===== src/tsxf_pkg.sv =====
package tsxf_pkg;

    localparam int SLOT_COUNT = 3;
    localparam int SLOT_W     = 2;
    localparam int LEN_W      = 16;
    localparam int CFG_ADDR_W = 3;
    localparam int CFG_DATA_W = 32;

    typedef logic [SLOT_W-1:0] t_slot;
    typedef logic [LEN_W-1:0]  t_len;

    localparam logic [1:0] FUNC_PUBLISH = 2'd0;
    localparam logic [1:0] FUNC_BEGIN   = 2'd1;
    localparam logic [1:0] FUNC_ADVANCE = 2'd2;

    localparam logic       REG_XFADE_LEN = 1'b0;
    localparam t_len       LEN_RESET     = 16'd256;

    typedef struct packed {
        logic apply;
        logic div_init;
        logic div_step;
        logic load_out;
    } t_cmd;

    typedef struct packed {
        logic need_div;
        logic out_busy;
    } t_sts;

endpackage


===== src/triple_slot_exchange_crossfade.sv =====
// Each input word is taken in S_IDLE, then passes S_PREP, S_DIV (during a crossfade only)
// and S_PUT to its result word; S_PUT waits while a held result still blocks the output.
// During a crossfade the serial gain divider resolves one quotient bit per cycle. The input
// stalls from accept until the result is loaded, so no new word is taken before then.
// The next input word is taken while the previous result waits in the output register.
// Reset (synchronous, active low): all slots 0, nothing pending or fading, length 256.
module triple_slot_exchange_crossfade #(
    parameter int GAIN_FRAC_BITS = 16
) (
    input  logic                                  i_clk,
    input  logic                                  i_rst_n,
    input  logic                                  psel,
    input  logic                                  penable,
    input  logic                                  pwrite,
    input  logic [tsxf_pkg::CFG_ADDR_W-1:0]       paddr,
    input  logic [tsxf_pkg::CFG_DATA_W-1:0]       pwdata,
    output logic [tsxf_pkg::CFG_DATA_W-1:0]       prdata,
    output logic                                  pready,
    input  logic                                  i_in_valid,
    output logic                                  o_in_stall,
    input  logic [1:0]                            i_func,
    input  logic                                  i_bank_ok,
    output logic                                  o_out_valid,
    input  logic                                  i_out_stall,
    output logic                                  o_accepted,
    output logic [1:0]                            o_write_slot,
    output logic [1:0]                            o_current_slot,
    output logic                                  o_previous_active,
    output logic [1:0]                            o_previous_slot,
    output logic                                  o_pending_flag,
    output logic [GAIN_FRAC_BITS:0]               o_current_gain,
    output logic [GAIN_FRAC_BITS:0]               o_previous_gain
);
    import tsxf_pkg::*;

    t_cmd cmd;
    t_sts sts;
    logic cfg_we;

    assign pready = 1'b1;
    assign cfg_we = psel && penable && pwrite && pready;

    tsxf_ctrl #(
        .GAIN_FRAC_BITS (GAIN_FRAC_BITS)
    ) u_ctrl (
        .i_clk      (i_clk),
        .i_rst_n    (i_rst_n),
        .i_in_valid (i_in_valid),
        .o_in_stall (o_in_stall),
        .i_sts      (sts),
        .o_cmd      (cmd)
    );

    tsxf_dp #(
        .GAIN_FRAC_BITS (GAIN_FRAC_BITS)
    ) u_dp (
        .i_clk             (i_clk),
        .i_rst_n           (i_rst_n),
        .i_cmd             (cmd),
        .o_sts             (sts),
        .i_func            (i_func),
        .i_bank_ok         (i_bank_ok),
        .i_cfg_we          (cfg_we),
        .i_cfg_index       (paddr[CFG_ADDR_W-1]),
        .i_cfg_wdata       (pwdata),
        .o_cfg_rdata       (prdata),
        .i_out_stall       (i_out_stall),
        .o_out_valid       (o_out_valid),
        .o_accepted        (o_accepted),
        .o_write_slot      (o_write_slot),
        .o_current_slot    (o_current_slot),
        .o_previous_active (o_previous_active),
        .o_previous_slot   (o_previous_slot),
        .o_pending_flag    (o_pending_flag),
        .o_current_gain    (o_current_gain),
        .o_previous_gain   (o_previous_gain)
    );

endmodule


===== src/tsxf_ctrl.sv =====
module tsxf_ctrl #(
    parameter int GAIN_FRAC_BITS = 16
) (
    input  logic          i_clk,
    input  logic          i_rst_n,
    input  logic          i_in_valid,
    output logic          o_in_stall,
    input  tsxf_pkg::t_sts i_sts,
    output tsxf_pkg::t_cmd o_cmd
);
    import tsxf_pkg::*;

    localparam int QW = GAIN_FRAC_BITS + 1;
    localparam int CW = $clog2(QW);

    typedef enum logic [1:0] {
        S_IDLE,
        S_PREP,
        S_DIV,
        S_PUT
    } t_state;

    t_state          r_state, n_state;
    logic [CW-1:0]   r_cnt, n_cnt;

    always_comb begin
        n_state = r_state;
        n_cnt   = r_cnt;
        o_cmd   = '0;
        case (r_state)
            S_IDLE: begin
                if (i_in_valid) begin
                    o_cmd.apply = 1'b1;
                    n_state     = S_PREP;
                end
            end
            S_PREP: begin
                o_cmd.div_init = 1'b1;
                n_cnt          = '0;
                n_state        = i_sts.need_div ? S_DIV : S_PUT;
            end
            S_DIV: begin
                o_cmd.div_step = 1'b1;
                n_cnt          = r_cnt + CW'(1);
                if (r_cnt == CW'(QW - 1)) begin
                    n_state = S_PUT;
                end
            end
            S_PUT: begin
                if (!i_sts.out_busy) begin
                    o_cmd.load_out = 1'b1;
                    n_state        = S_IDLE;
                end
            end
            default: begin
                n_state = S_IDLE;
            end
        endcase
    end

    always_ff @(posedge i_clk) begin
        if (!i_rst_n) begin
            r_state <= S_IDLE;
            r_cnt   <= '0;
        end else begin
            r_state <= n_state;
            r_cnt   <= n_cnt;
        end
    end

    assign o_in_stall = (r_state != S_IDLE);

endmodule


===== src/tsxf_dp.sv =====
module tsxf_dp #(
    parameter int GAIN_FRAC_BITS = 16
) (
    input  logic                                  i_clk,
    input  logic                                  i_rst_n,
    input  tsxf_pkg::t_cmd                        i_cmd,
    output tsxf_pkg::t_sts                        o_sts,
    input  logic [1:0]                            i_func,
    input  logic                                  i_bank_ok,
    input  logic                                  i_cfg_we,
    input  logic                                  i_cfg_index,
    input  logic [tsxf_pkg::CFG_DATA_W-1:0]       i_cfg_wdata,
    output logic [tsxf_pkg::CFG_DATA_W-1:0]       o_cfg_rdata,
    input  logic                                  i_out_stall,
    output logic                                  o_out_valid,
    output logic                                  o_accepted,
    output tsxf_pkg::t_slot                       o_write_slot,
    output tsxf_pkg::t_slot                       o_current_slot,
    output logic                                  o_previous_active,
    output tsxf_pkg::t_slot                       o_previous_slot,
    output logic                                  o_pending_flag,
    output logic [GAIN_FRAC_BITS:0]               o_current_gain,
    output logic [GAIN_FRAC_BITS:0]               o_previous_gain
);
    import tsxf_pkg::*;

    localparam int QW = GAIN_FRAC_BITS + 1;
    localparam int NW = LEN_W + QW;
    localparam logic [QW-1:0] GAIN_ONE = {1'b1, {GAIN_FRAC_BITS{1'b0}}};

    t_len  r_len;
    t_slot r_cur, r_prev, r_pend;
    logic  r_pv, r_pendv;
    t_len  r_fr;
    logic  r_acc;
    t_slot r_wslot;

    t_slot n_cur, n_prev, n_pend, n_wslot;
    logic  n_pv, n_pendv, n_acc;
    t_len  n_fr;

    logic [SLOT_COUNT-1:0] busy;
    logic                  found;
    t_slot                 free_slot;

    t_len            r_rem;
    logic [QW-1:0]   r_num;
    logic [QW-1:0]   r_quo;
    logic [LEN_W:0]  prog_ext;
    t_len            prog;
    logic [NW-1:0]   num;
    logic [LEN_W:0]  trial;
    logic [LEN_W:0]  diff;
    logic            qbit;
    logic [QW-1:0]   cg;

    always_comb begin
        for (int s = 0; s < SLOT_COUNT; s++) begin
            busy[s] = (t_slot'(s) == r_cur) || (r_pv && t_slot'(s) == r_prev) ||
                      (r_pendv && t_slot'(s) == r_pend);
        end
        found     = 1'b0;
        free_slot = '0;
        for (int s = SLOT_COUNT - 1; s >= 0; s--) begin
            if (!busy[s]) begin
                found     = 1'b1;
                free_slot = t_slot'(s);
            end
        end
    end

    always_comb begin
        n_cur   = r_cur;
        n_prev  = r_prev;
        n_pv    = r_pv;
        n_pend  = r_pend;
        n_pendv = r_pendv;
        n_fr    = r_fr;
        n_acc   = 1'b0;
        n_wslot = '0;
        case (i_func)
            FUNC_PUBLISH: begin
                if (i_bank_ok && !r_pendv && found) begin
                    n_pend  = free_slot;
                    n_pendv = 1'b1;
                    n_acc   = 1'b1;
                    n_wslot = free_slot;
                end
            end
            FUNC_BEGIN: begin
                if (r_fr == '0 && r_pendv) begin
                    n_prev  = r_cur;
                    n_pv    = 1'b1;
                    n_cur   = r_pend;
                    n_pendv = 1'b0;
                    n_pend  = '0;
                    n_fr    = r_len;
                end
            end
            FUNC_ADVANCE: begin
                if (r_fr != '0) begin
                    n_fr = r_fr - LEN_W'(1);
                    if (r_fr == LEN_W'(1) && r_pv) begin
                        n_pv   = 1'b0;
                        n_prev = '0;
                    end
                end
            end
            default: begin
            end
        endcase
    end

    always_ff @(posedge i_clk) begin
        if (!i_rst_n) begin
            r_len   <= LEN_RESET;
            r_cur   <= '0;
            r_prev  <= '0;
            r_pv    <= 1'b0;
            r_pend  <= '0;
            r_pendv <= 1'b0;
            r_fr    <= '0;
        end else begin
            if (i_cfg_we && i_cfg_index == REG_XFADE_LEN) begin
                r_len <= (i_cfg_wdata[LEN_W-1:0] == '0) ? LEN_W'(1) : i_cfg_wdata[LEN_W-1:0];
            end
            if (i_cmd.apply) begin
                r_cur   <= n_cur;
                r_prev  <= n_prev;
                r_pv    <= n_pv;
                r_pend  <= n_pend;
                r_pendv <= n_pendv;
                r_fr    <= n_fr;
            end
        end
    end

    always_ff @(posedge i_clk) begin
        if (i_cmd.apply) begin
            r_acc   <= n_acc;
            r_wslot <= n_wslot;
        end
    end

    assign o_cfg_rdata = (i_cfg_index == REG_XFADE_LEN) ?
                         {{(CFG_DATA_W-LEN_W){1'b0}}, r_len} : '0;

    assign prog_ext = {1'b0, r_len} - {1'b0, r_fr} + (LEN_W+1)'(1);
    assign prog     = (r_fr <= r_len) ? prog_ext[LEN_W-1:0] : '0;
    assign num      = {1'b0, prog, {GAIN_FRAC_BITS{1'b0}}} +
                      {{(QW+1){1'b0}}, r_len[LEN_W-1:1]};
    assign trial    = {r_rem, r_num[QW-1]};
    assign diff     = trial - {1'b0, r_len};
    assign qbit     = (trial >= {1'b0, r_len});

    always_ff @(posedge i_clk) begin
        if (i_cmd.div_init) begin
            r_rem <= num[NW-1:QW];
            r_num <= num[QW-1:0];
            r_quo <= '0;
        end else if (i_cmd.div_step) begin
            r_rem <= qbit ? diff[LEN_W-1:0] : trial[LEN_W-1:0];
            r_num <= {r_num[QW-2:0], 1'b0};
            r_quo <= {r_quo[QW-2:0], qbit};
        end
    end

    assign o_sts.need_div = r_pv && (r_fr != '0);
    assign o_sts.out_busy = o_out_valid && i_out_stall;

    assign cg = o_sts.need_div ? r_quo : GAIN_ONE;

    always_ff @(posedge i_clk) begin
        if (!i_rst_n) begin
            o_out_valid <= 1'b0;
        end else if (i_cmd.load_out) begin
            o_out_valid <= 1'b1;
        end else if (!i_out_stall) begin
            o_out_valid <= 1'b0;
        end
    end

    always_ff @(posedge i_clk) begin
        if (i_cmd.load_out) begin
            o_accepted        <= r_acc;
            o_write_slot      <= r_wslot;
            o_current_slot    <= r_cur;
            o_previous_active <= r_pv;
            o_previous_slot   <= r_pv ? r_prev : '0;
            o_pending_flag    <= r_pendv;
            o_current_gain    <= cg;
            o_previous_gain   <= GAIN_ONE - cg;
        end
    end

    a_pend_not_cur: assert property (@(posedge i_clk) disable iff (!i_rst_n)
        r_pendv |-> (r_pend != r_cur))
        else $error("pending slot equals current slot");

    a_prev_not_cur: assert property (@(posedge i_clk) disable iff (!i_rst_n)
        r_pv |-> (r_prev != r_cur))
        else $error("previous slot equals current slot");

    a_fade_has_prev: assert property (@(posedge i_clk) disable iff (!i_rst_n)
        (r_fr != '0) |-> r_pv)
        else $error("fade running without previous slot");

    a_gain_sum: assert property (@(posedge i_clk) disable iff (!i_rst_n)
        o_out_valid |-> ((o_current_gain + o_previous_gain) == GAIN_ONE))
        else $error("gains do not sum to unity");

endmodule


===== config.mk =====
export PLATFORM = sky130hd
export DESIGN_NAME = triple_slot_exchange_crossfade
export DESIGN_NICKNAME = d
export VERILOG_FILES = /design/src/tsxf_pkg.sv /design/src/triple_slot_exchange_crossfade.sv /design/src/tsxf_ctrl.sv /design/src/tsxf_dp.sv
export SDC_FILE = /design/constraint.sdc
export NUM_CORES = 1
export LEC_CHECK = 0
export ABC_AREA = 0
export ABC_CLOCK_PERIOD_IN_PS = 4000
export BUFFER_PORTS_ARGS = -buffer_cell sky130_fd_sc_hd__clkbuf_2
export CORE_MARGIN = 5
export CORE_UTILIZATION = 30
export CTS_BUF_LIST = sky130_fd_sc_hd__clkbuf_8
export DETAILED_ROUTE_END_ITERATION = 8
export PLACE_DENSITY_LB_ADDON = 0.08
export SYNTH_ARGS = -nofsm -noshare
export SYNTH_HDL_FRONTEND = slang
export SYNTH_SLANG_ARGS = --single-unit

===== constraint.sdc =====
create_clock -name i_clk -period 4 [get_ports i_clk]
set_clock_uncertainty 0.2 [all_clocks]
set_input_delay 0 -clock i_clk [delete_from_list [all_inputs] [get_ports i_clk]]
set_output_delay 0 -clock i_clk [all_outputs]
set_load 0.05 [all_outputs]

After elaboration in Yosys (flattened, before gate mapping)
Cells that the tools add are included.
- reduce and logical (&&, ||, !) cells: 41
- add/subtract/negate cells: 7
- mux-type cells: 47
- order comparisons: 2
- equality and inequality tests: 21
- bitwise operators: 1
- operators by type and width (cell ; count):
    16-bit two-way mux ; 8
    17-bit two-way mux ; 3
    32-bit by 15-bit adder with 33-bit output ; 1
    16-bit logical NOT ; 2
    16-bit one-hot mux with 2 select lines ; 1
    16-bit subtractor ; 2
    2-bit two-way mux ; 11
    1-bit two-way mux ; 18
    17-bit by 16-bit >= comparator with 1-bit output ; 1
    17-bit subtractor (first input constant) ; 1
    16-bit by 1-bit adder with 16-bit output (second input constant) ; 1
    16-bit by 1-bit == test with 1-bit output (second input constant) ; 1
    16-bit <= comparator ; 1
    16-bit nonzero test ; 1
    16-bit by 1-bit subtractor with 16-bit output (second input constant) ; 1
    1-bit logical AND ; 15
    2-bit by 1-bit != test with 1-bit output (second input constant) ; 6
    2-bit logical NOT ; 5
    5-bit one-hot mux with 2 select lines ; 1
    2-bit nonzero test ; 5
    2-bit one-hot mux with 2 select lines ; 2
    2-bit one-hot mux with 4 select lines ; 1
    4-bit AND reduction ; 2
    1-bit by 2-bit == test with 1-bit output (first input constant) ; 3
    other kinds (13) ; 26
- register bits: 144
- output and inout port bits: 78
- input port bits: 45
- logic and storage cells: 142

Depth between registers and ports, before layout
Gate-level depths: netlist of the first run.
- depth after elaboration: 10
- gate-level depth with buffers: 14
- depth with buffers taken out: 12

Modules after synthesis
Synthesis of the first run repeated with hierarchy kept, for this count alone.
- cell total of the unflattened synthesis: 915
- area, all modules: 8737.1 um^2
- by module, submodules not included (module ; cells each ; area each (um^2) ; times used ; seq. area each (um^2)):
    tsxf_dp ; 864 ; 8290.5 ; 1 ; 3503.4
    tsxf_ctrl ; 48 ; 429.2 ; 1 ; 140.1
    triple_slot_exchange_crossfade ; 3 ; 17.5 ; 1 ; 0.0

Least setup slack after synthesis of the first run
Ideal clock, no wire load.
- kind: register to register
- start: register u_dp.o_out_valid
- end: register u_dp.o_accepted, enable pin
- path buffers: 0
- arrival: 2594 ps
- required time: 3353 ps
- cell stages (with the launch flop): 3
- setup time: 447 ps
- period minus slack after synthesis: 3241 ps
- setup slack: 759 ps
- cells stage by stage: dfxtp_1 and2_1 nor2b_1
- RTL lines (element ; RTL line ; source):
    start, declared ; tsxf_dp.sv:15 ; output logic o_out_valid,
    start signal, assigned ; tsxf_dp.sv:175 ; o_out_valid <= 1'b0;
    start signal, assigned ; tsxf_dp.sv:177 ; o_out_valid <= 1'b1;
    start signal, assigned ; tsxf_dp.sv:179 ; o_out_valid <= 1'b0;
    end signal, assigned ; tsxf_dp.sv:185 ; o_accepted <= r_acc;
    end, declared ; tsxf_dp.sv:16 ; output logic o_accepted,

Worst setup path in the final report of the first run
- start: register u_dp.r_len[1]
- end: register u_dp.r_rem[14], data pin
- cells in the longest elaborated chain, start to end: 5
- elaborated cells on any way between the ends: 10
- classes of those cells: add/sub (4); order compare (2); mux (4)
- ends and longest elaborated chain (element ; RTL line ; source):
    start, declared ; tsxf_dp.sv:31 ; t_len r_len;
    start signal, assigned ; tsxf_dp.sv:125 ; r_len <= (i_cfg_wdata[LEN_W-1:0] == '0) ? LEN_W'(1) : i_cfg_wdata[LEN_W-1:0];
    16-bit subtractor ; tsxf_dp.sv:148 ; assign prog_ext = {1'b0, r_len} - {1'b0, r_fr} + (LEN_W+1)'(1);
    16-bit by 1-bit adder with 16-bit output ; tsxf_dp.sv:148 ;
    16-bit two-way mux ; tsxf_dp.sv:149 ; assign prog = (r_fr <= r_len) ? prog_ext[LEN_W-1:0] : '0;
    32-bit by 15-bit adder with 33-bit output ; tsxf_dp.sv:150 ; assign num = {1'b0, prog, {GAIN_FRAC_BITS{1'b0}}} +
    16-bit two-way mux (*) ; tsxf_dp.sv:157 ; if (i_cmd.div_init) begin
    end signal, assigned ; tsxf_dp.sv:158 ; r_rem <= num[NW-1:QW];
    end signal, assigned ; tsxf_dp.sv:162 ; r_rem <= qbit ? diff[LEN_W-1:0] : trial[LEN_W-1:0];
    end, declared ; tsxf_dp.sv:46 ; t_len r_rem;
Mark *: on every way between the ends. The rest lies on a longest branch, timed or not. The select of a mux whose other input is x is not followed.
A chain may end at the register's enable or synchronous reset.

==> impl_metrics.env, run 1 <==
export IMPL_grt_usage=0.1416
export IMPL_overflow=0
export IMPL_port_buffers=87
export IMPL_n_antenna_cell=0
export IMPL_status="complete, no violations"
export IMPL_cts_sinks=143
export IMPL_power_density_mw_per_mm2=589.6
export IMPL_cts_hold_buf=26
export IMPL_hold_ws_ns=0.03123
export IMPL_ys_top_cells_by_count="nor2_1 (87), edfxtp_1 (78), nand2_1 (76)"
export IMPL_clk_latency_ns=0.45
export IMPL_seq_area_frac_synth=0.4166
export IMPL_tightest_slew_ns=1.143
export IMPL_core_area_mm2=0.02878
export IMPL_viasPerCell=4.736
export IMPL_clockBufferDepth=2
export IMPL_crit_chain="inv_1, ha_1, inv_1, ha_1, fa_1, a211oi_1, o21ai_0, o21ai_0, o22ai_1, o221a_2, xnor2_1, o221ai_1"
export IMPL_slew_headroom=0.2362
export IMPL_h_tree_depth=4
export IMPL_cp_start_kind="register"
export IMPL_drc=0
export IMPL_hold_path_depth=4
export IMPL_synth_cell_types=69
export IMPL_fmax_ghz=0.3103
export IMPL_yosysMostFrequentCell="nor2_1"
export IMPL_cts_setup_buffers=0
export IMPL_grt_use_met3=0.02473
export IMPL_leakagePower_nw=4.138
export IMPL_die_x_um=180.7
export IMPL_drv_cap=0
export IMPL_cts_reportedPaths_clkPinSlew_ns=0.09
export IMPL_layout_setup_ws_ns=0.7777
export IMPL_num_vias=6806
export IMPL_cp_max_fo=5
export IMPL_synth_seq_cells=143
export IMPL_slowest_stage="fa_1"
export IMPL_wl_mm=23.36
export IMPL_yosys_area_top_type_share=0.2678
export IMPL_rows=62
export IMPL_die_area_mm2=0.03267
export IMPL_min_period_ns=3.222
export IMPL_syn2layout_area_growth_pct=17.67
export IMPL_synthCells=925
export IMPL_gp_congestion=0.7901
export IMPL_gr_max_usage_layer="met2"
export IMPL_wl_per_cell_um=16.26
export IMPL_cts_root_buf="clkbuf_8"
export IMPL_grt_max_degree=43
export IMPL_synth_edf_count=78
export IMPL_setup_viol=0
export IMPL_ant_nets=0
export IMPL_netlist_area_mm2=0.008746
export IMPL_cts_buffers_inserted=17
export IMPL_crit_required_ns=4.00
export IMPL_period_share=0.8056
export IMPL_rsz0062_at_grt="no"
export IMPL_async_flop_share=0
export IMPL_drive_gt1_frac=0.1586
export IMPL_reg2regPathDepth=12
export IMPL_final_nets=1162
export IMPL_grt_pass1_vias=6714
export IMPL_critical_path_class="register to register"
export IMPL_use_met2=0.2451
export IMPL_ys_flop_type="edfxtp_1"
export IMPL_end_kind="register"
export IMPL_io_pins=123
export IMPL_dp_final_hpwl_mm=17.86
export IMPL_cts_resized_gates=0
export IMPL_grt_antenna_before_repair=0
export IMPL_vdd_ir_drop_max_uv=230.8
export IMPL_cts_tree="done"
export IMPL_fp_dieH_um=180.7
export IMPL_arrival_ns=3.22
export IMPL_finalMaxSlewViolations=0
export IMPL_critical_path_max_stage_delay_ns=0.43
export IMPL_initial_core_util=0.3039
export IMPL_synth_avg_cell_area_um2=9.455
export IMPL_hold_violations=0
export IMPL_synth_area_leaders="edfxtp_1 (27%), dfxtp_1 (15%), ha_1 (11%), nor2_1 (3.7%), mux2i_1 (3.7%)"
export IMPL_drtPass1Iterations=4
export IMPL_synth_top_area_cell="edfxtp_1"
export IMPL_yosysWarnings=0
export IMPL_fin_tns_setup_ns=0
export IMPL_dp_slack_ns=0.7355
export IMPL_grt_pass1_wl_mm=37.29
export IMPL_drt_iter0_markers=233
export IMPL_min_delay_path_class="input port to register"
export IMPL_grt_util_met1=0.1844
[cell type report]
| class | count | area [µm²] |
|---|---|---|
| clock buffer | 17 | 234.0 |
| clock inverter | 15 | 183.9 |
| fill | 2996 | 18490 |
| inverter | 62 | 232.7 |
| multi-input combinational | 683 | 4671 |
| sequential | 143 | 3643 |
| tap | 384 | 480.5 |
| timing repair buffer | 133 | 845.8 |
[critical path: cells and delay by family (launching register included)]
family	cells	cell delay, ns
AO/OA/AOI/OAI	6	1.08
XOR/XNOR	1	0.19
adder cells (fa/ha/maj)	3	0.99
buffers and inverters	2	0.16
flip-flops	1	0.34
[path summary, 6_finish.rpt]
| check | from | endpoint | slack [ns] |
|---|---|---|---|
| setup / recovery | u_dp.r_len[1] | u_dp.r_rem[14] | 0.78 |
| setup reg to reg | u_dp.r_len[1] | u_dp.r_rem[14] | 0.78 |
| hold reg to reg | u_dp.r_wslot[1] | u_dp.o_write_slot[1] | 0.23 |
| hold / removal | penable | u_dp.r_len[4] | 0.03 |
[cell families after synthesis]
family	after synthesis	share of synthesized area
flops	143	0.4166
xor+xnor	36	0.03605
mux	47	0.05594
buf+inv	114	0.05851
fa+ha+maj	77	0.1119
other cells	2	0.0008587
compound gates	210	0.1516
simple gates	296	0.1685
[report_power, final]
part | internal [mW] | switching [mW]
clock network | 0.627 | 0.619
logic | 1.08 | 1.63
registers | 1.99 | 0.131
[metrics by stage]
| step | power, mW | instance area (µm²) | cells | utilization |
|---|---|---|---|---|
| after floorplan | 4.196 | 8802 | 940 | - |
| after global placement | 4.870 | 9613 | 1379 | 0.3340 |
| after detailed placement | 4.870 | 9613 | 1379 | 0.3340 |
| after CTS | 6.155 | 10290 | 1437 | 0.3576 |
| after global routing | 6.490 | 10290 | 1437 | 0.3576 |
| final | 6.068 | 10290 | 1437 | 0.3576 |
[cell usage in the layout, fill, tap and decap left out, types with 8 or more instances in the layout]
cell type / n
a21boi_0: 8
a21boi_1: 8
a21o_1: 10
a21oi_1: 59
and2_1: 19
buf_4: 20
clkbuf_2: 87
clkbuf_8: 17
conb_1: 17
dfxtp_1: 65
dlygate4sd3_1: 26
edfxtp_1: 78
ha_1: 74
inv_1: 61
mux2_2: 15
mux2i_1: 32
nand2_1: 76
nand2b_1: 12
nand3_1: 19
nand4_1: 11
nor2_1: 87
nor2b_1: 11
nor3_1: 16
nor4_1: 9
o211ai_1: 8
o21a_1: 16
o21ai_0: 41
o22ai_1: 19
xnor2_1: 17
xor2_1: 19
[state kept, by name, indices dropped and copies added, names as in the netlist, 5 cells and up]
name                  flops
u_dp.o_previous_gain     17
u_dp.r_num               17
u_dp.r_quo               17
u_dp.o_current_gain      16
u_dp.r_fr                16
u_dp.r_len               16
u_dp.r_rem               16
u_ctrl.r_cnt              5
[layer usage]
layer  vias up  share of wire
li1       3497              -
met1      3182           0.47
met2       109           0.49
met3        18          0.032
met4         0          0.010
met5         -              0
(Power assumes the default switching activity.)
==> run 2, diff against run 1 <==
--- a/config.mk
+++ b/config.mk
@@ -6,7 +6,7 @@
 export NUM_CORES = 1
 export LEC_CHECK = 0
 export ABC_AREA = 0
-export ABC_CLOCK_PERIOD_IN_PS = 4000
+export ABC_CLOCK_PERIOD_IN_PS = 3050
 export BUFFER_PORTS_ARGS = -buffer_cell sky130_fd_sc_hd__clkbuf_2
 export CORE_MARGIN = 5
 export CORE_UTILIZATION = 30
==> constraint.sdc (replaced) <==
create_clock -name i_clk -period 3.05 [get_ports i_clk]
set_clock_uncertainty 0.2 [all_clocks]
set_input_delay 0 -clock i_clk [delete_from_list [all_inputs] [get_ports i_clk]]
set_output_delay 0 -clock i_clk [all_outputs]
set_load 0.05 [all_outputs]
==> run 2 against run 1 <==
Final area up 5.6%; cell count up 4.2%; register-to-register slack worse by 0.61 ns; highest routed layer unchanged; sequential power grew 31%; hold slack got worse by 0.0025 ns; critical endpoint is now u_dp.r_rem[7]; largest power group unchanged; combinational power up 42%; sequential share of layout area is 1.9 points lower; total power increased by 35%; wire length grew 5.3%; clock power rose by 27%; global-route usage increased by 1.1 points.
==> impl_metrics.env, run 2 (synthesized netlist as in run 1, its figures left out) <==
export IMPL_status="complete, no violations"
export IMPL_arrival_ns=2.99
export IMPL_fin_area_mm2=0.01086
export IMPL_cts_buffers_inserted=17
export IMPL_io_pins=123
export IMPL_grt_pass1_vias=7213
export IMPL_grt_antenna_before_repair=0
export IMPL_hold_ws_ns=0.02869
export IMPL_wl_per_cell_um=16.43
export IMPL_fp_dieH_um=180.7
export IMPL_gp_congestion=0.8126
export IMPL_num_vias=7101
export IMPL_syn2layout_area_growth_pct=24.21
export IMPL_vdd_ir_drop_max_uv=366.6
export IMPL_cts_root_buf="clkbuf_8"
export IMPL_rsz0062_at_grt="no"
export IMPL_slew_headroom=0.5136
export IMPL_grt_pass1_wl_mm=39.79
export IMPL_viasPerCell=4.743
export IMPL_period_share=0.9463
export IMPL_drive_gt1_frac=0.2013
export IMPL_drc=0
export IMPL_core_area_mm2=0.02878
export IMPL_grt_usage=0.1523
export IMPL_initial_core_util=0.3039
export IMPL_r2r_start="u_dp.r_len[8]"
export IMPL_grt_use_met3=0.03318
export IMPL_n_antenna_cell=0
export IMPL_cts_reportedPaths_clkPinSlew_ns=0.09
export IMPL_top_regs="u_dp.o_previous_gain (17), u_dp.r_num (17), u_dp.r_quo (17)"
export IMPL_setup_viol=0
export IMPL_die_area_mm2=0.03267
export IMPL_fin_tns_setup_ns=0
export IMPL_cts_tree="done"
export IMPL_min_period_ns=2.886
export IMPL_use_met2=0.2544
export IMPL_tightest_slew_ns=0.7257
export IMPL_power_density_mw_per_mm2=754.7
export IMPL_final_nets=1222
export IMPL_ant_nets=0
export IMPL_fillers=2946
export IMPL_final_cell_mix="nor2_1 (87), clkbuf_2 (87), edfxtp_1 (78)"
export IMPL_hp_start="i_func[1]"
export IMPL_min_delay_path_class="input port to register"
export IMPL_drtPass1Iterations=5
export IMPL_fmax_ghz=0.3465
export IMPL_critical_path_class="register to register"
export IMPL_rows=62
export IMPL_die_x_um=180.7
export IMPL_clockBufferDepth=2
export IMPL_crit_required_ns=3.15
export IMPL_clk_latency_ns=0.46
export IMPL_grt_util_met1=0.2028
export IMPL_cp_start_kind="register"
export IMPL_gr_max_usage_layer="met2"
export IMPL_dp_cells=1423
export IMPL_h_tree_depth=4
export IMPL_fin_cells=1497
export IMPL_dpl_cell_area_mm2=0.009981
export IMPL_cts_sinks=143
export IMPL_drt_iter0_markers=330
export IMPL_dp_final_hpwl_mm=18.98
export IMPL_cp_startpoint="u_dp.r_len[8]"
export IMPL_grt_max_degree=34
export IMPL_overflow=0
export IMPL_finalMaxSlewViolations=0
export IMPL_cp_max_fo=9
export IMPL_wl_mm=24.60
export IMPL_hold_violations=0
export IMPL_dp_slack_ns=-0.05315
export IMPL_end_kind="register"
export IMPL_layout_setup_ws_ns=0.1637
export IMPL_leakagePower_nw=4.497
export IMPL_drv_cap=0
export IMPL_port_buffers=87
run 2: cell count changes in the layout (fill, tap and decap cells not counted), moves of 3 or more:
cell,change
buf_12,+3
dlygate4sd3_1,+15
buf_4,+42
o21ai_0,-3
o21ai_1,+3
run 2: per-layer routing:
layer / wire length [µm] / up-vias
li1: - / 3632
met1: 11620 / 3309
met2: 11620 / 141
met3: 957 / 19
met4: 398 / 0
met5: 0 / -
run 2: report_power, final:
group	total, mW	switching [mW]	internal (mW)
clock network	1.59	0.827	0.764
logic	3.84	2.24	1.60
registers	2.77	0.164	2.60
total	8.20	3.23	4.97
run 2: worst max-delay path: stages, from the launching register on:
cell      delay [ns]
dfxtp_1         0.34
inv_1           0.15
ha_1            0.40
a21oi_1         0.25
o211ai_1        0.13
a21o_1          0.19
a41oi_1         0.35
o31ai_4         0.18
buf_12          0.18
o32a_1          0.29
o21ai_0         0.08
run 2: cell type report:
class | count | area [µm²] | share of cell area
clock inverters | 14 | 156.4 | 0.01440
clock buffers | 18 | 247.7 | 0.02281
well taps | 384 | 480.5 | 0.04423
multi-input cells | 683 | 4731 | 0.4355
flip-flops and latches | 143 | 3643 | 0.3354
repair buffers | 193 | 1371 | 0.1262
inverters | 62 | 232.7 | 0.02142
run 2: metrics by stage:
step | utilization | total power, mW
floorplan | - | 5.501
global placement | 0.3468 | 6.607
detailed placement | 0.3468 | 6.607
CTS | 0.3756 | 8.268
global route | 0.3774 | 8.821
finish | 0.3774 | 8.198
run 2: final timing paths:
| kind | endpoint | slack (ns) | cells past startpoint |
|---|---|---|---|
| worst max-delay path | u_dp.r_rem[7] | 0.16 | 10 |
| worst min register to register | u_dp.o_write_slot[1] | 0.22 | 0 |
| worst min-delay path | u_dp.r_wslot[1] | 0.03 | 5 |
| worst max register to register | u_dp.r_rem[7] | 0.16 | 10 |
run 2: what timing repair did:
item	in CTS	in global routing
resized for setup	4	11
endpoints found under the setup margin	2	15
pin swaps	0	5
hold endpoints to repair	63	0
setup buffers	0	1
hold buffers	41	0
==> run 3, diff against run 2 <==
--- a/config.mk
+++ b/config.mk
@@ -6,9 +6,9 @@
 export NUM_CORES = 1
 export LEC_CHECK = 0
 export ABC_AREA = 0
-export ABC_CLOCK_PERIOD_IN_PS = 3050
+export ABC_CLOCK_PERIOD_IN_PS = 2600
 export BUFFER_PORTS_ARGS = -buffer_cell sky130_fd_sc_hd__clkbuf_2
-export CORE_MARGIN = 5
+export CORE_MARGIN = 2
 export CORE_UTILIZATION = 30
 export CTS_BUF_LIST = sky130_fd_sc_hd__clkbuf_8
 export DETAILED_ROUTE_END_ITERATION = 8
==> constraint.sdc (replaced) <==
create_clock -name i_clk -period 2.6 [get_ports i_clk]
set_clock_uncertainty 0.2 [all_clocks]
set_input_delay 0 -clock i_clk [delete_from_list [all_inputs] [get_ports i_clk]]
set_output_delay 0 -clock i_clk [all_outputs]
set_load 0.05 [all_outputs]
==> run 3 against run 2 <==
The flow now finishes with violations (setup timing); hold slack better by 0.21 ns; combinational power up 51%; register-to-register slack worse by 0.28 ns; global-route usage up 1.6 points; sequential share of layout area down 3.9 points; clock-buffer cell count down 1; sequential power up 18%; maximum frequency up 6.3%; via count up 7.0%; first-iteration DRC count up 23%; non-clock buffer count up 115; critical endpoint is now u_dp.r_rem[14].
==> impl_metrics.env, run 3 (synthesized netlist as in run 1, its figures left out) <==
export IMPL_status="finished, violations left"
export IMPL_end_kind="register"
export IMPL_ant_nets=0
export IMPL_die_area_mm2=0.03053
export IMPL_min_to="u_dp.o_write_slot[1]"
export IMPL_layout_commonest_cell="buf_4"
export IMPL_fin_tns_setup_ns=-0.2805
export IMPL_finalMaxSlewViolations=0
export IMPL_period_share=1.044
export IMPL_r2r_start="u_dp.r_len[1]"
export IMPL_worst_path_stages=12
export IMPL_port_buffers=87
export IMPL_wl_mm=25.60
export IMPL_cts_root_buf="clkbuf_8"
export IMPL_hold_path_depth=0
export IMPL_cts_buffers_inserted=17
export IMPL_grt_max_degree=43
export IMPL_drtPass1Iterations=4
export IMPL_overflow=0
export IMPL_tightest_slew_ns=0.6801
export IMPL_grt_antenna_before_repair=0
export IMPL_rsz0062_at_grt="yes"
export IMPL_p_switching_mw=4.255
export IMPL_final_nets=1337
export IMPL_drc=0
export IMPL_hp_start="u_dp.r_wslot[1]"
export IMPL_clk_latency_ns=0.46
export IMPL_violations="setup timing"
export IMPL_reg2regPathDepth=12
export IMPL_power_total_mw=10.76
export IMPL_dp_final_hpwl_mm=19.16
export IMPL_vdd_ir_drop_max_uv=472.7
export IMPL_cts_reportedPaths_clkPinSlew_ns=0.10
export IMPL_hold_ws_ns=0.2343
export IMPL_rows=62
export IMPL_slowest_stage="dfxtp_4"
export IMPL_gp_congestion=0.7986
export IMPL_crit_top_cell="ha_4"
export IMPL_power_frac_seq=0.304
export IMPL_internal_power_mw=6.508
export IMPL_crit_family="compound AO/OA/AOI/OAI gates"
export IMPL_ff_latch_area_mm2=0.003659
export IMPL_reg2reg_to="u_dp.r_rem[14]"
export IMPL_min_delay_path_class="register to register"
export IMPL_drt_iter0_markers=406
export IMPL_fillers=2852
export IMPL_initial_core_util=0.3047
export IMPL_critical_path_class="register to register"
export IMPL_swShare=0.3953
export IMPL_core_area_mm2=0.02870
export IMPL_clockBufferDepth=2
export IMPL_critical_path_max_stage_delay_ns=0.37
export IMPL_cts_sinks=143
export IMPL_fp_dieH_um=174.7
export IMPL_wl_per_cell_um=15.88
export IMPL_io_pins=123
export IMPL_viasPerCell=4.714
export IMPL_grt_pass1_wl_mm=40.24
export IMPL_dp_slack_ns=-0.1967
export IMPL_multiInputGateArea_mm2=0.005273
export IMPL_drive_gt1_frac=0.3445
export IMPL_min_period_ns=2.714
export IMPL_drv_cap=0
export IMPL_die_x_um=174.7
export IMPL_slew_headroom=0.5438
export IMPL_syn2layout_area_growth_pct=41.22
export IMPL_top_regs="u_dp.o_previous_gain (17), u_dp.r_num (17), u_dp.r_quo (17)"
export IMPL_reg2reg_slack_ns=-0.11
export IMPL_cp_start_kind="register"
export IMPL_cts_tree="done"
export IMPL_fmax_ghz=0.3684
export IMPL_cp_max_fo=4
export IMPL_num_vias=7599
export IMPL_crit_required_ns=2.61
export IMPL_final_cell_mix="buf_4 (165), clkbuf_2 (87), nor2_1 (86)"
export IMPL_grt_usage=0.1686
export IMPL_setup_viol=11
export IMPL_layout_setup_ws_ns=-0.1143
export IMPL_clkPwrFrac=0.158
export IMPL_pwr_share_comb=0.538
export IMPL_hold_violations=0
export IMPL_leakagePower_nw=5.138
export IMPL_h_tree_depth=4
export IMPL_crit_chain="inv_4, ha_4, inv_2, ha_4, fa_2, a211oi_2, o21ai_1, o21ai_2, o22ai_2, o221a_2, xnor2_2, o221ai_1"
export IMPL_power_density_mw_per_mm2=871.5
export IMPL_critPathBufInv=2
export IMPL_grt_pass1_vias=7480
export IMPL_arrival_ns=2.72
export IMPL_n_antenna_cell=0
## run 3: cell types whose count changed in the layout (fill, tap and decap cells not counted), moves of 8 or more
cell	previous run	this run
a21oi_1	57	45
a21oi_2	2	11
buf_4	62	165
dfxtp_1	65	57
ha_1	73	55
ha_4	0	18
inv_1	60	48
inv_2	0	9
## run 3: cell type report
cell class                 instances  area share
clock buffer                      17     0.01894
multi-input combinational        683      0.4269
tap                              384     0.03890
timing repair buffer             308      0.1892
sequential                       143      0.2962
clock inverter                    15     0.01054
inverter                          62     0.01925
## run 3: worst max path at each step
stage,from,endpoint,slack [ns]
after floorplan,u_dp.r_fr[12],u_dp.o_previous_gain[10],-0.17
after global placement,u_dp.r_len[0],u_dp.r_rem[14],-0.19
after CTS,u_dp.r_len[1],u_dp.r_rem[14],-0.15
after global routing,u_dp.r_len[1],u_dp.r_rem[14],-0.26
final,u_dp.r_len[1],u_dp.r_rem[14],-0.11
after detailed placement,u_dp.r_len[1],u_dp.r_rem[14],-0.20
## run 3: timing repair
| item | CTS | global route |
|---|---|---|
| gates resized for setup | 45 | 64 |
| setup buffers | 8 | 10 |
| hold buffers | 42 | 0 |
| pin swaps | 25 | 35 |
| gates cloned | 2 | 1 |
| setup endpoints to repair | 24 | 37 |
| hold endpoints to repair | 54 | 0 |
## run 3: per-layer routing
metal	routed length, µm	GRT usage	vias up	share of wire
met4	236	0.03854	0	0.0092
met2	12520	0.2900	139	0.49
met5	0	0	-	0
met3	839	0.02763	22	0.033
met1	12000	0.2217	3580	0.47
li1	-	-	3858	-
## run 3: metrics by stage
step / area, µm² / instances / utilization
finish: 12350 / 1612 / 0.4303
global route: 12350 / 1612 / 0.4303
CTS: 11960 / 1602 / 0.4166
detailed placement: 10830 / 1520 / 0.3774
global placement: 10830 / 1520 / 0.3774
floorplan: 8939 / 940 / -
## run 3: worst reg2reg max path, delay by kind of cell, from the launching register on
family | cells | cell delay, ns
xor+xnor | 1 | 0.14
flops | 1 | 0.37
fa+ha+maj | 3 | 0.78
buf+inv | 2 | 0.09
compound gates | 6 | 0.90
## run 3: power groups by stage
stage	combinational [mW]	sequential [mW]	clock, mW
final	5.79	3.27	1.70
after floorplan	3.11	3.41	0
after global routing	6.35	3.31	1.85
after detailed placement	4.99	3.30	0
after CTS	5.52	3.27	1.78
after global placement	5.00	3.29	0
